[config.mk]
export PLATFORM = sky130hd
export DESIGN_NAME = cphu_queue
export DESIGN_NICKNAME = d
export VERILOG_FILES = /design/src/rtl/cphu_pkg.sv /design/src/rtl/cphu_queue.sv
export VERILOG_INCLUDE_DIRS = /design/src /design/src/rtl
export SDC_FILE = /design/constraint.sdc
export NUM_CORES = 1
export LEC_CHECK = 0
export ABC_AREA = 1
export BUFFER_PORTS_ARGS = -buffer_cell sky130_fd_sc_hd__buf_4
export CAP_MARGIN = 20
export CORE_ASPECT_RATIO = 1.2
export CORE_MARGIN = 1.5
export CORE_UTILIZATION = 56
export CTS_CLUSTER_SIZE = 14
export DETAILED_ROUTE_END_ITERATION = 6
export PLACE_DENSITY = 0.78
export SLEW_MARGIN = 20
export SYNTH_ARGS = -nofsm -noshare
export SYNTH_HDL_FRONTEND = slang
export SYNTH_SLANG_ARGS = --single-unit
[constraint.sdc]
create_clock -name clk -period 1.6 [get_ports clk]
set_clock_uncertainty 0.1 [all_clocks]
set_input_delay 0.16 -clock clk [delete_from_list [all_inputs] [get_ports clk]]
set_output_delay 0.16 -clock clk [all_outputs]
set_load 0.01 [all_outputs]
[src/rtl/complex_phase_unwrap_unit_defines.svh]
// Assertion macros shared by the phase unwrap RTL.
// Depends on nothing; included by the modules that carry assertions.
`ifndef COMPLEX_PHASE_UNWRAP_UNIT_DEFINES_SVH
`define COMPLEX_PHASE_UNWRAP_UNIT_DEFINES_SVH

// Same-cycle implication, disabled while reset is high
`define CPHU_ASSERT_IMP(name, clk_s, rst_s, ante, cons, msg) \
  name: assert property (@(posedge clk_s) disable iff (rst_s) (ante) |-> (cons)) \
    else $error(msg);

// Next-cycle implication, disabled while reset is high
`define CPHU_ASSERT_NXT(name, clk_s, rst_s, ante, cons, msg) \
  name: assert property (@(posedge clk_s) disable iff (rst_s) (ante) |=> (cons)) \
    else $error(msg);

`endif

[src/rtl/cphu_pkg.sv]
// Shared types, widths and elaboration-time tables for the phase unwrap unit.
// Depends on nothing; imported by every module of the block.
package cphu_pkg;

  localparam int DEFAULT_MAX_LAGS = 64;

  // Sample and result widths
  localparam int SAMPLE_W = 16;
  localparam int RAW_W    = 17;
  localparam int UNW_W    = 23;

  // Phase codes: half turn equals pi, one turn is 2^TURN_SHIFT codes
  localparam int HALF_TURN    = 32768;
  localparam int QUARTER_TURN = 16384;
  localparam int TURN_SHIFT   = 16;

  // CORDIC and divider geometry
  localparam int FRAC_BITS     = 60;
  localparam int CORDIC_STAGES = 61;
  localparam int INPUT_SCALE   = 45;
  localparam int XY_W          = 63;
  localparam int Z_W           = 62;
  localparam int R_W           = 63;
  localparam int Q_W           = 16;

  // Queue between the angle pipeline and the unwrap stage
  localparam int QUEUE_DEPTH = 4;

  typedef struct packed {
    logic signed [RAW_W-1:0] raw;
    logic                    first_lag;
  } ang_word_t;

  typedef logic [CORDIC_STAGES-1:0][63:0] rot_table_t;

  // pi/4 in Q.60 by Machin's formula, truncated term by term
  function automatic logic [63:0] pi_quarter();
    logic [63:0] p5;
    logic [63:0] p239;
    logic [63:0] s5;
    logic [63:0] s239;
    logic [63:0] t;
    s5   = '0;
    s239 = '0;
    p5   = (64'd1 << FRAC_BITS) / 64'd5;
    p239 = (64'd1 << FRAC_BITS) / 64'd239;
    for (int k = 0; k < 32; k++) begin
      t = p5 / 64'(2 * k + 1);
      if ((k & 1) == 0) s5 = s5 + t;
      else s5 = s5 - t;
      p5 = p5 / 64'd25;
      t = p239 / 64'(2 * k + 1);
      if ((k & 1) == 0) s239 = s239 + t;
      else s239 = s239 - t;
      p239 = p239 / 64'd57121;
    end
    return (64'd4 * s5) - s239;
  endfunction

  localparam logic [63:0] PI_QUARTER = pi_quarter();
  localparam logic [63:0] PI_Q60     = PI_QUARTER << 2;

  // atan(2^-i) in Q.60 by its series, truncated term by term
  function automatic rot_table_t build_rot_table();
    rot_table_t  tbl;
    logic [63:0] sum;
    logic [63:0] t;
    int          e;
    tbl    = '0;
    tbl[0] = PI_QUARTER;
    for (int i = 1; i < CORDIC_STAGES; i++) begin
      sum = '0;
      for (int k = 0; k < 31; k++) begin
        e = i * (2 * k + 1);
        if (e <= FRAC_BITS) begin
          t = (64'd1 << (FRAC_BITS - e)) / 64'(2 * k + 1);
          if ((k & 1) == 0) sum = sum + t;
          else sum = sum - t;
        end
      end
      tbl[i] = sum;
    end
    return tbl;
  endfunction

  localparam rot_table_t ROT_TABLE = build_rot_table();

endpackage

[src/rtl/cphu_queue.sv]
// Short queue of finished angle words between the front end and the unwrap stage.
// Uses cphu_pkg and the assertion macros header.
`include "complex_phase_unwrap_unit_defines.svh"

module cphu_queue (
  input  logic                clk,
  input  logic                rst,
  input  logic                push,
  input  cphu_pkg::ang_word_t push_word,
  output logic                full,
  input  logic                pop,
  output logic                empty,
  output cphu_pkg::ang_word_t head_word
);
  import cphu_pkg::*;

  localparam int PTR_W = (QUEUE_DEPTH > 1) ? $clog2(QUEUE_DEPTH) : 1;
  localparam int CNT_W = $clog2(QUEUE_DEPTH + 1);

  ang_word_t        mem [0:QUEUE_DEPTH-1];
  logic [PTR_W-1:0] wr_ptr;
  logic [PTR_W-1:0] rd_ptr;
  logic [CNT_W-1:0] count;
  logic [CNT_W-1:0] count_next;

  assign full      = (count == CNT_W'(QUEUE_DEPTH));
  assign empty     = (count == '0);
  assign head_word = mem[rd_ptr];

  function automatic logic [PTR_W-1:0] ptr_inc(logic [PTR_W-1:0] p);
    return (p == PTR_W'(QUEUE_DEPTH - 1)) ? '0 : p + 1'b1;
  endfunction

  // Track occupancy
  always_comb begin
    unique case ({push, pop})
      2'b10:   count_next = count + 1'b1;
      2'b01:   count_next = count - 1'b1;
      default: count_next = count;
    endcase
  end

  // Advance pointers and count
  always_ff @(posedge clk) begin
    if (rst) begin
      wr_ptr <= '0;
      rd_ptr <= '0;
      count  <= '0;
    end else begin
      if (push) wr_ptr <= ptr_inc(wr_ptr);
      if (pop) rd_ptr <= ptr_inc(rd_ptr);
      count <= count_next;
    end
  end

  // Store incoming words
  always_ff @(posedge clk) begin
    if (push) mem[wr_ptr] <= push_word;
  end

  `CPHU_ASSERT_IMP(a_no_overflow, clk, rst, push, !full, "queue written while full")
  `CPHU_ASSERT_IMP(a_no_underflow, clk, rst, pop, !empty, "queue read while empty")
  `CPHU_ASSERT_NXT(a_push_fills, clk, rst, push && !pop, !empty, "queue empty after push")

endmodule

==> reports/results.tsv <==
stage	metric	value	unit
finish	regArea	2350	um2
worst_setup_path	crit_slowest_cell	dfxtp_4	
worst_setup_path	cp-start-kind	register	
sta	post-route-period-util	106	%
logic_synthesis	ys_types	20	
finish	drive_gt1_share	31.7	%
worst_setup_path	path_cells	buf_12 -> inv_12 -> o21ai_4 -> o22ai_2 -> buf_4	
worst_setup_path	critPathRequiredTime	1.34	ns
placed_design	dp_hpwl	3.34	mm
outcome	violations	setup timing	
floorplan	die_w	71.9	um
logic_synthesis	synth_seq_cells	81	
grt	grt_pass1_wl	11.1	mm
sta	max_freq	592	MHz
clock_tree	cts.clk_slew.worst_paths	0.08	ns
logic_synthesis	syn_area	3190	um2
clock_tree	cts_root_buf	clkbuf_8	
clock_tree	clock-sinks	81	
routing	ant_nets	0	
worst_setup_path	worst-path-buf-inv	3	
routing	totalWireLength	7.24	mm
pwr	p_per_area	1160	nW/um2
sta	rsz0062_at_grt	yes	
routing	drc	0	
finish	final.fill_count	293	
worst_hold_path	min_path_type	input pin to register	
floorplan	rows	29	
clock_tree	cts_buffers	9	
logic_synthesis	synth.avg_cell_area	13.6	um2
sta	setup_ws	-0.0893	ns
clock_tree	cts_tree	built	
logic_synthesis	synth_most_common_cell	edfxtp_1	
logic_synthesis	synth.top_cell.area_share	67.8	%
placed_design	numPortBuffers	41	
placed_design	gp_congestion	0.718	
logic_synthesis	netlist_top_cells_area	edfxtp_1 68%, dfxtp_1 5.6%, nor2_1 4.8%, o21ai_0 4.1%, o22ai_1 3.5%	
clock_tree	cts_buffer_depth	2	
outcome	status	complete, but fails checks	
worst_setup_path	crit_path_end_kind	output pin	
grt	grt_overflow	0	
logic_synthesis	ys_warn_count	0	
routing	dr.pass1.iters	5	
routing	viasPerCell	5.70	
worst_setup_path	cp_top_family	flip-flops	
sta	timing.slew.headroom	80.4	%
sta	drv_slew	0	
floorplan	start_util	59.0	%
logic_synthesis	synth_top_cell_by_area	edfxtp_1	
pwr	ir_drop	0.886	mV
grt	grt_pass1_vias	2262	
grt	grt_usage	24.8	%
floorplan	dieHeight	85.7	um
sta	hold_slack	0.0756	ns
logic_synthesis	synth_cells	234	
sta	worst_slew_pin_slew	0.294	ns
pwr	p_leak	1.63	nW
placed_design	pre_cts_slack	0.0420	ns
clock_tree	clkLatencyLatePin	0.34	ns
routing	drt_iter0_drc	248	
finish	area_growth	34.4	%
routing	wl_per_cell	19.2	um
worst_setup_path	slowest_delay	0.42	ns
floorplan	dieArea	6160	um2
finish	multi_input_area	758	um2
grt	antenna_found_initial	0	
logic_synthesis	syn_nets	263	
worst_setup_path	regToRegSetupSlack	0.20	ns
logic_synthesis	synthArstFlopShare	0	%
pwr	total_power	0.00498	W
finish	diodes	0	
floorplan	core-area	5410	um2
logic_synthesis	synth_top_cells_by_count	72 x edfxtp_1, 41 x nor2_1, 26 x o21ai_0, 18 x o22ai_1, 16 x inv_1	
worst_setup_path	cp_data_arrival_time	1.43	ns
logic_synthesis	ys_seq_area_share	73.4	%
finish	post-route-util	79.3	%
logic_synthesis	ys.flop_type	edfxtp_1	
sta	setup_viol	18	
logic_synthesis	synth-edff-count	72	
job	cap_violations	0	
sta	period_needed	1.69	ns
clock_tree	h-tree-depth	3	
sta	finalHoldViolations	0	
routing	route.vias.total	2150	
sta	fin_setup_tns	-0.769	ns
grt	grt_max_degree	19	
finish	nNetsFinal	339	
worst_setup_path	path_max_fanout	18	
worst_setup_path	critPathKind	register to output pin	
floorplan	io_pins	42	
[cell families (layout without fill, tap and decap cells)]
group,count (synthesis),after routing,synth area share (%)
fa+ha+maj,7,7,2.98
buf+inv,28,109,5.92
simple gates,55,55,6.75
flops,81,81,73.4
compound gates,63,63,10.9
[repair_timing]
item	4_1_cts	5_1_grt
hold endpoints to repair	75	0
gates cloned	5	1
hold buffers	19	0
gates resized for setup	35	25
pin swaps	7	9
setup endpoints to repair	18	18
setup buffers	3	1
[sequential cells by signal, indices dropped and copies added (netlist names), named ones only]
register	cells
mem	72
count	3
rd_ptr	2
wr_ptr	2
[per-stage QoR]
step,instances,area (um2)
after floorplan,234,3190
after global placement,334,3550
after detailed placement,334,3550
after CTS,377,4220
after global routing,377,4290
final,377,4290
[cell type report]
cell class | count | area share (%)
repair inverters | 1 | 0.379
repair buffers | 74 | 17.5
multi-input cells | 125 | 17.7
flip-flops and latches | 81 | 54.8
well taps | 62 | 1.81
clock buffers | 11 | 3.30
inverters | 18 | 2.07
clock inverters | 5 | 2.39
[cell usage in the layout, fill, tap and decap left out, drive strengths merged]
cell type	count
a21oi	5
buf	54
bufinv	3
clkbuf	12
clkinv	2
clkinvlp	1
dfxtp	9
dlygate4sd3	19
edfxtp	72
fa	1
ha	6
inv	18
nand2	8
nand3	1
nand4	1
nor2	41
nor3	4
o21ai	40
o22ai	18
[worst register-to-register path, delay by kind of cell (launching register included)]
| family | cells | cell delay (ns) |
|---|---|---|
| and+or+nand+nor | 1 | 0.05 |
| DFF | 1 | 0.36 |
| buffers and inverters | 3 | 0.42 |
| adders and majority gates | 1 | 0.14 |
[where the power goes]
group	leakage, nW	internal (W)	switching (W)	total [W]
Clock	0.120	0.00108	0.000726	0.00180
Sequential	0.737	0.00240	0.0000545	0.00246
Combinational	0.772	0.000347	0.000374	0.000720
Total	1.63	0.00383	0.00115	0.00498
[final timing paths]
check,startpoint,endpoint,cells past startpoint
min,pop,register,4
max reg2reg,wr_ptr[0],mem[0][13],5
max,register,head_word[15],5
min reg2reg,wr_ptr[1],wr_ptr[1],2
[metal layers]
layer,part of all wire [%],track usage [%],up-vias
met5,0,0,-
met4,2.9,13.0,0
met3,5.7,4.82,19
met2,54,42.4,90
met1,37,29.4,1033
li1,-,-,1008
Power figures use the tool's default switching activity.
