`src/rtl/complex_phase_unwrap_unit_defines.svh`:
```
// Assertion macros shared by the phase unwrap RTL.
// Depends on nothing; included by the modules that carry assertions.
`ifndef COMPLEX_PHASE_UNWRAP_UNIT_DEFINES_SVH
`define COMPLEX_PHASE_UNWRAP_UNIT_DEFINES_SVH

// Same-cycle implication, disabled while reset is high
`define CPHU_ASSERT_IMP(name, clk_s, rst_s, ante, cons, msg) \
  name: assert property (@(posedge clk_s) disable iff (rst_s) (ante) |-> (cons)) \
    else $error(msg);

// Next-cycle implication, disabled while reset is high
`define CPHU_ASSERT_NXT(name, clk_s, rst_s, ante, cons, msg) \
  name: assert property (@(posedge clk_s) disable iff (rst_s) (ante) |=> (cons)) \
    else $error(msg);

`endif

```
`src/rtl/cphu_pkg.sv`:
```
// Shared types, widths and elaboration-time tables for the phase unwrap unit.
// Depends on nothing; imported by every module of the block.
package cphu_pkg;

  localparam int DEFAULT_MAX_LAGS = 64;

  // Sample and result widths
  localparam int SAMPLE_W = 16;
  localparam int RAW_W    = 17;
  localparam int UNW_W    = 23;

  // Phase codes: half turn equals pi, one turn is 2^TURN_SHIFT codes
  localparam int HALF_TURN    = 32768;
  localparam int QUARTER_TURN = 16384;
  localparam int TURN_SHIFT   = 16;

  // CORDIC and divider geometry
  localparam int FRAC_BITS     = 60;
  localparam int CORDIC_STAGES = 61;
  localparam int INPUT_SCALE   = 45;
  localparam int XY_W          = 63;
  localparam int Z_W           = 62;
  localparam int R_W           = 63;
  localparam int Q_W           = 16;

  // Queue between the angle pipeline and the unwrap stage
  localparam int QUEUE_DEPTH = 4;

  typedef struct packed {
    logic signed [RAW_W-1:0] raw;
    logic                    first_lag;
  } ang_word_t;

  typedef logic [CORDIC_STAGES-1:0][63:0] rot_table_t;

  // pi/4 in Q.60 by Machin's formula, truncated term by term
  function automatic logic [63:0] pi_quarter();
    logic [63:0] p5;
    logic [63:0] p239;
    logic [63:0] s5;
    logic [63:0] s239;
    logic [63:0] t;
    s5   = '0;
    s239 = '0;
    p5   = (64'd1 << FRAC_BITS) / 64'd5;
    p239 = (64'd1 << FRAC_BITS) / 64'd239;
    for (int k = 0; k < 32; k++) begin
      t = p5 / 64'(2 * k + 1);
      if ((k & 1) == 0) s5 = s5 + t;
      else s5 = s5 - t;
      p5 = p5 / 64'd25;
      t = p239 / 64'(2 * k + 1);
      if ((k & 1) == 0) s239 = s239 + t;
      else s239 = s239 - t;
      p239 = p239 / 64'd57121;
    end
    return (64'd4 * s5) - s239;
  endfunction

  localparam logic [63:0] PI_QUARTER = pi_quarter();
  localparam logic [63:0] PI_Q60     = PI_QUARTER << 2;

  // atan(2^-i) in Q.60 by its series, truncated term by term
  function automatic rot_table_t build_rot_table();
    rot_table_t  tbl;
    logic [63:0] sum;
    logic [63:0] t;
    int          e;
    tbl    = '0;
    tbl[0] = PI_QUARTER;
    for (int i = 1; i < CORDIC_STAGES; i++) begin
      sum = '0;
      for (int k = 0; k < 31; k++) begin
        e = i * (2 * k + 1);
        if (e <= FRAC_BITS) begin
          t = (64'd1 << (FRAC_BITS - e)) / 64'(2 * k + 1);
          if ((k & 1) == 0) sum = sum + t;
          else sum = sum - t;
        end
      end
      tbl[i] = sum;
    end
    return tbl;
  endfunction

  localparam rot_table_t ROT_TABLE = build_rot_table();

endpackage

```
`src/rtl/cphu_back.sv`:
```
// Back end: applies whole-turn unwrapping to each angle word and holds the result.
// Uses cphu_pkg and the assertion macros header.
`include "complex_phase_unwrap_unit_defines.svh"

module cphu_back #(
  parameter int MAX_LAGS = cphu_pkg::DEFAULT_MAX_LAGS
) (
  input  logic                              clk,
  input  logic                              rst,
  input  logic                              queue_empty,
  input  cphu_pkg::ang_word_t               head_word,
  output logic                              pop,
  output logic                              out_valid,
  input  logic                              out_ready,
  output logic signed [cphu_pkg::RAW_W-1:0] wrapped_phase,
  output logic signed [cphu_pkg::UNW_W-1:0] unwrapped_phase
);
  import cphu_pkg::*;

  localparam int OFF_W  = $clog2(MAX_LAGS) + 1;
  localparam int DIFF_W = RAW_W + 1;
  localparam int SUM_W  = (OFF_W + RAW_W > UNW_W) ? OFF_W + RAW_W : UNW_W;

  localparam logic signed [OFF_W-1:0]  OFF_MAX = OFF_W'(MAX_LAGS - 1);
  localparam logic signed [OFF_W-1:0]  OFF_MIN = -OFF_MAX;
  localparam logic signed [DIFF_W-1:0] JUMP    = DIFF_W'(HALF_TURN);

  logic signed [OFF_W-1:0]  off;
  logic signed [OFF_W-1:0]  off_next;
  logic signed [RAW_W-1:0]  prev;
  logic signed [DIFF_W-1:0] diff;
  logic signed [SUM_W-1:0]  sum;

  // Take a word whenever the output register is free or being drained
  assign pop = !queue_empty && (!out_valid || out_ready);

  // Step the turn offset on jumps beyond half a turn
  always_comb begin
    diff = DIFF_W'(head_word.raw) - DIFF_W'(prev);
    priority if (head_word.first_lag) begin
      off_next = '0;
    end else if (diff > JUMP) begin
      off_next = (off > OFF_MIN) ? off - 1'b1 : off;
    end else if (diff < -JUMP) begin
      off_next = (off < OFF_MAX) ? off + 1'b1 : off;
    end else begin
      off_next = off;
    end
    sum = (SUM_W'(off_next) <<< TURN_SHIFT) + SUM_W'(head_word.raw);
  end

  // Hold unwrap state and the output valid
  always_ff @(posedge clk) begin
    if (rst) begin
      out_valid <= 1'b0;
      off       <= '0;
      prev      <= '0;
    end else if (pop) begin
      out_valid <= 1'b1;
      off       <= off_next;
      prev      <= head_word.raw;
    end else if (out_ready) begin
      out_valid <= 1'b0;
    end
  end

  // Load the result word
  always_ff @(posedge clk) begin
    if (pop) begin
      wrapped_phase   <= head_word.raw;
      unwrapped_phase <= $signed(sum[UNW_W-1:0]);
    end
  end

  `CPHU_ASSERT_IMP(a_off_bounds, clk, rst, 1'b1, off >= OFF_MIN && off <= OFF_MAX, "offset range")
  `CPHU_ASSERT_NXT(a_first_zero, clk, rst, pop && head_word.first_lag, off == '0, "offset kept")
  `CPHU_ASSERT_NXT(a_pop_shows, clk, rst, pop, out_valid, "popped word not presented")

endmodule

```
`config.mk`:
```
export PLATFORM = sky130hd
export DESIGN_NAME = cphu_back
export DESIGN_NICKNAME = d
export VERILOG_FILES = /design/src/rtl/cphu_pkg.sv /design/src/rtl/cphu_back.sv
export VERILOG_INCLUDE_DIRS = /design/src /design/src/rtl
export SDC_FILE = /design/constraint.sdc
export NUM_CORES = 1
export LEC_CHECK = 0
export ABC_AREA = 1
export BUFFER_PORTS_ARGS = -buffer_cell sky130_fd_sc_hd__buf_2
export CAP_MARGIN = 20
export CORE_ASPECT_RATIO = 1.2
export CORE_MARGIN = 4
export CORE_UTILIZATION = 34
export DETAILED_ROUTE_END_ITERATION = 16
export HOLD_SLACK_MARGIN = 0.08
export SLEW_MARGIN = 20
export SYNTH_ARGS = -nofsm -noshare
export SYNTH_HDL_FRONTEND = slang
export SYNTH_SLANG_ARGS = --single-unit
export TNS_END_PERCENT = 10
```
`constraint.sdc`:
```
create_clock -name clk -period 3.54 [get_ports clk]
set_input_delay 0.177 -clock clk [delete_from_list [all_inputs] [get_ports clk]]
set_output_delay 0.177 -clock clk [all_outputs]
set_load 0.05 [all_outputs]
```
==> run summary <==
CRITICAL PATH
-----------------------------------------------------------------------------------------
Cell type of the slowest stage on the worst timing path                      sky130_fd_sc_hd__fa_2
Delay of the slowest cell on the worst path                                        360 ps
Register-to-Register Setup Slack                                                   -30 ps
Setup CP Type                                                                flop to flop
FF-to-FF End                                                                 off[0]$_SDFFE_PP0P_
Maximum fanout along the worst path                                                     3
Worst path arrival time                                                           3800 ps
Worst r2r src                                                                prev[0]$_SDFFE_PP0P_
Most prevalent standard cell on the critical path                            sky130_fd_sc_hd__buf_4
Worst Setup End Kind                                                                 flop
Req. time, crit path                                                              3770 ps
Crit start category                                                                  flop
Cell count of the worst reg-to-reg path                                                30

PLACEMENT
-----------------------------------------------------------------------------------------
RD Place Congestion                                                                0.8852
DP Area                                                                      0.004370 sq mm
DP Wirelength                                                                     7257 um
Buffers added on ports                                                                 63
Number of cells after detailed placement                                              743

CELLS AND AREA
-----------------------------------------------------------------------------------------
Commonest cells after routing, fill and taps aside                           sky130_fd_sc_hd__nand2_1 (111), sky130_fd_sc_hd__inv_1 (90), sky130_fd_sc_hd__buf_2 (63), sky130_fd_sc_hd__buf_4 (51), sky130_fd_sc_hd__a21oi_1 (34)
Number of nets in the layout                                                          688
Non-Filler Instances                                                                  768
Leading cell type in the layout, fill and taps excluded                      sky130_fd_sc_hd__nand2_1
Final core area utilization                                                        0.4675
Share of layout cells above drive strength 1                                       0.3459
Final instance area                                                          0.004989 sq mm
Fill cell total of the finished layout                                               1054
Area Overhead vs Synth                                                             32.41%
Diodes inserted                                                                         0

CLOCKING
-----------------------------------------------------------------------------------------
Clock tree from TritonCTS                                                             yes
Maximum level of the CTS H-tree                                                         2
Clock transition at the registers of the reported paths                             70 ps
Maximum count of clock buffers along a single path                                      2
Clk sink count                                                                         49
CTS Root Buffer Type                                                         sky130_fd_sc_hd__clkbuf_16
Number of clock buffers inserted by TritonCTS                                           5
Skew-Pair Late Insertion Delay                                                     290 ps

ROUTE
-----------------------------------------------------------------------------------------
Routed length on met1                                                             3678 um
DRC marker count from the first detailed-route iteration                              128
Final Routed Wirelength                                                           9616 um
Remaining DRCs                                                                          0
Drt pass-1 iters                                                                        4
Routed length per placed instance                                                12.52 um
Detailed-route vias per instance                                                    4.689
WL met3                                                                            244 um
Detail Route met2 WL                                                              5373 um
Antenna-violating nets left                                                             0
Vias after detailed routing                                                          3601
Top routing layer in use                                                             met4

GLOBAL ROUTE
-----------------------------------------------------------------------------------------
GRT Util Overall                                                                   0.1528
Number of antenna violations at the first check in global routing                       0
Pin count of the biggest net entering global routing                                   44
Overflow left after global routing                                                      0
Global-route wire length before repair                                           15910 um
Via count of the first global-routing pass                                           3552

TIMING
-----------------------------------------------------------------------------------------
Maximum clock skew at final layout                                               7.450 ps
# setup viols final                                                                     1
Final critical-path share of the clock period                                       1.009
Final Hold Vio Count                                                                    0
Pin slew with the least headroom to its limit                                    813.3 ps
Timing-limited maximum frequency                                               0.2800 GHz
Max-slew violations                                                                     0
Post-route setup slack                                                          -31.54 ps
Final critical delay including setup and external delays                          3572 ps
Slew headroom                                                                      0.4572
RSZ-0062 raised after global routing                                                 true

SYNTH
-----------------------------------------------------------------------------------------
Post-synth cell types                                                                  34
Yosys warnings                                                                          0
Nets in the synthesized netlist                                                       590
Top FF cell, synth                                                           sky130_fd_sc_hd__dfxtp_1
Number of instances in the synthesized netlist                                        540
Share of the yosys chip area belonging to registers                                0.3241
Avg Synthesized Cell Area                                                     6.977 sq um
Proportion of register bits with asynchronous set or reset after synthesis              0
Synthesis-stage register bit count                                                     49
Mapped Area                                                                  0.003767 sq mm
Number of synthesized flops with an enable pin                                         24

DIE
-----------------------------------------------------------------------------------------
Top-level I/O count                                                                    64
Initial standard-cell utilization of the core                                      0.3531
Full die area                                                                0.01284 sq mm
Area inside the core boundary                                                0.01067 sq mm
Die outline height                                                               123.3 um
Number of cell rows                                                                    41
Die boundary width                                                               104.1 um

POWER
-----------------------------------------------------------------------------------------
Power Total                                                                    0.002264 W
Static leakage                                                                   2.457 nW
Power per cell area                                                          453.9 mW/mm^2
Maximum ir drop on the vdd rail                                               0.0001625 V

STATUS
-----------------------------------------------------------------------------------------
Violated checks                                                              negative setup slack
Run status                                                                   finished, violations left

WORST HOLD PATH
-----------------------------------------------------------------------------------------
Tightest Hold Check Type                                                     input pin to flop
Start point of the worst hold path                                           head_word[16]
End point of the worst hold path                                             wrapped_phase[15]$_DFFE_PP_
Hold Path Depth                                                                         1

FLOW RUN
-----------------------------------------------------------------------------------------
Number of maximum-capacitance violations                                                0

==> Yosys cell counts, types with 2 or more instances <==
master                     count  area [sq um]
sky130_fd_sc_hd__nor3_1        3         15.01
sky130_fd_sc_hd__nand2_2      12         75.07
sky130_fd_sc_hd__nand3_2       5         50.05
sky130_fd_sc_hd__nor2_1       30         112.6
sky130_fd_sc_hd__nand2_1     129         484.2
sky130_fd_sc_hd__xnor2_1       3         26.28
sky130_fd_sc_hd__and2_1        2         12.51
sky130_fd_sc_hd__clkbuf_1      8         30.03
sky130_fd_sc_hd__nor2_2        5         31.28
sky130_fd_sc_hd__fa_1          2         40.04
sky130_fd_sc_hd__nand4_1       9         56.30
sky130_fd_sc_hd__edfxtp_1     24         720.7
sky130_fd_sc_hd__buf_4        16         120.1
sky130_fd_sc_hd__nand3_1      36         180.2
sky130_fd_sc_hd__o21ai_1       6         30.03
sky130_fd_sc_hd__a21oi_1      39         195.2
sky130_fd_sc_hd__dfxtp_1      25         500.5
sky130_fd_sc_hd__inv_2         9         33.78
sky130_fd_sc_hd__a21oi_2       2         17.52
sky130_fd_sc_hd__inv_1        94         352.8
sky130_fd_sc_hd__ha_1         26         325.3
sky130_fd_sc_hd__xor2_1       10         87.58
sky130_fd_sc_hd__nand2_4       3         33.78
sky130_fd_sc_hd__o21ai_0      32         160.2
==> cell type report <==
class | count | area (sq um) | area share
clock buffers | 7 | 132.6 | 0.02659
flip-flops and latches | 49 | 1222 | 0.2450
repair buffers | 117 | 729.5 | 0.1462
well taps | 129 | 161.4 | 0.03236
multi-input cells | 362 | 2349 | 0.4708
clock inverters | 1 | 7.507 | 0.001505
inverters | 103 | 386.6 | 0.07750
==> through the flow <==
step                      setup WS (ps)  hold slack [ps]  TNS (ps)
after floorplan                   4.855            246.1         0
after global placement           -142.0            351.0    -243.2
final                            -31.54            102.1    -31.54
after global routing             -210.0            103.4    -504.8
after CTS                        -1.986            81.13    -1.986
after detailed placement         -257.7            355.0    -403.3
==> registers in the layout, summed over array words and instances, names as in the netlist <==
name             count
unwrapped_phase      7
wrapped_phase       17
off                  7
out_valid            1
prev                17
==> layer usage <==
metal  GRT usage  vias to the layer above
met5           0                        -
met3     0.02507                       20
met1      0.1453                     1620
met2      0.3146                       65
met4     0.07648                        0
li1            -                     1896
==> worst max-delay path by stage <==
stage / from / to / slack, ps / depth (start not counted)
detailed placement: head_word[1] / unwrapped_phase[22]$_DFFE_PP_ / -260 / 31
CTS: prev[0]$_SDFFE_PP0P_ / unwrapped_phase[22]$_DFFE_PP_ / -2 / 28
floorplan: prev[0]$_SDFFE_PP0P_ / unwrapped_phase[22]$_DFFE_PP_ / 5 / 28
global route: prev[0]$_SDFFE_PP0P_ / unwrapped_phase[22]$_DFFE_PP_ / -210 / 27
global placement: head_word[1] / unwrapped_phase[22]$_DFFE_PP_ / -140 / 30
finish: prev[0]$_SDFFE_PP0P_ / off[0]$_SDFFE_PP0P_ / -30 / 30
==> cells by family (layout without fill, tap and decap cells) <==
family | count (synthesis) | count (layout) | synth area share
AND/OR/NAND/NOR | 239 | 239 | 0.2889
flip-flops | 49 | 49 | 0.3241
buffers and inverters | 129 | 228 | 0.1468
AO/OA/AOI/OAI | 82 | 82 | 0.1129
XOR/XNOR | 13 | 13 | 0.03022
adder cells (fa/ha/maj) | 28 | 28 | 0.09698
==> power by group <==
part | switching, W | internal, W | leakage [nW]
logic | 0.000657 | 0.000437 | 1.95
registers | 0.0000319 | 0.000666 | 0.440
clock network | 0.000209 | 0.000263 | 0.0641
==> critical path: cells and delay by family, from the launching register on <==
family | cells | cell delay (ps)
AND/OR/NAND/NOR | 13 | 990
AO/OA/AOI/OAI | 1 | 100
flip-flops | 1 | 350
buffers and inverters | 14 | 1590
adder cells (fa/ha/maj) | 2 | 490
==> repair_timing <==
item,in CTS,in global routing
buffers inserted,14,1
endpoints found under the setup margin,2,4
gates resized for setup,35,35
pin swaps,17,14
hold endpoints to repair,1,1
hold buffers,1,1
Note: power is estimated with default switching activity, not from simulation.
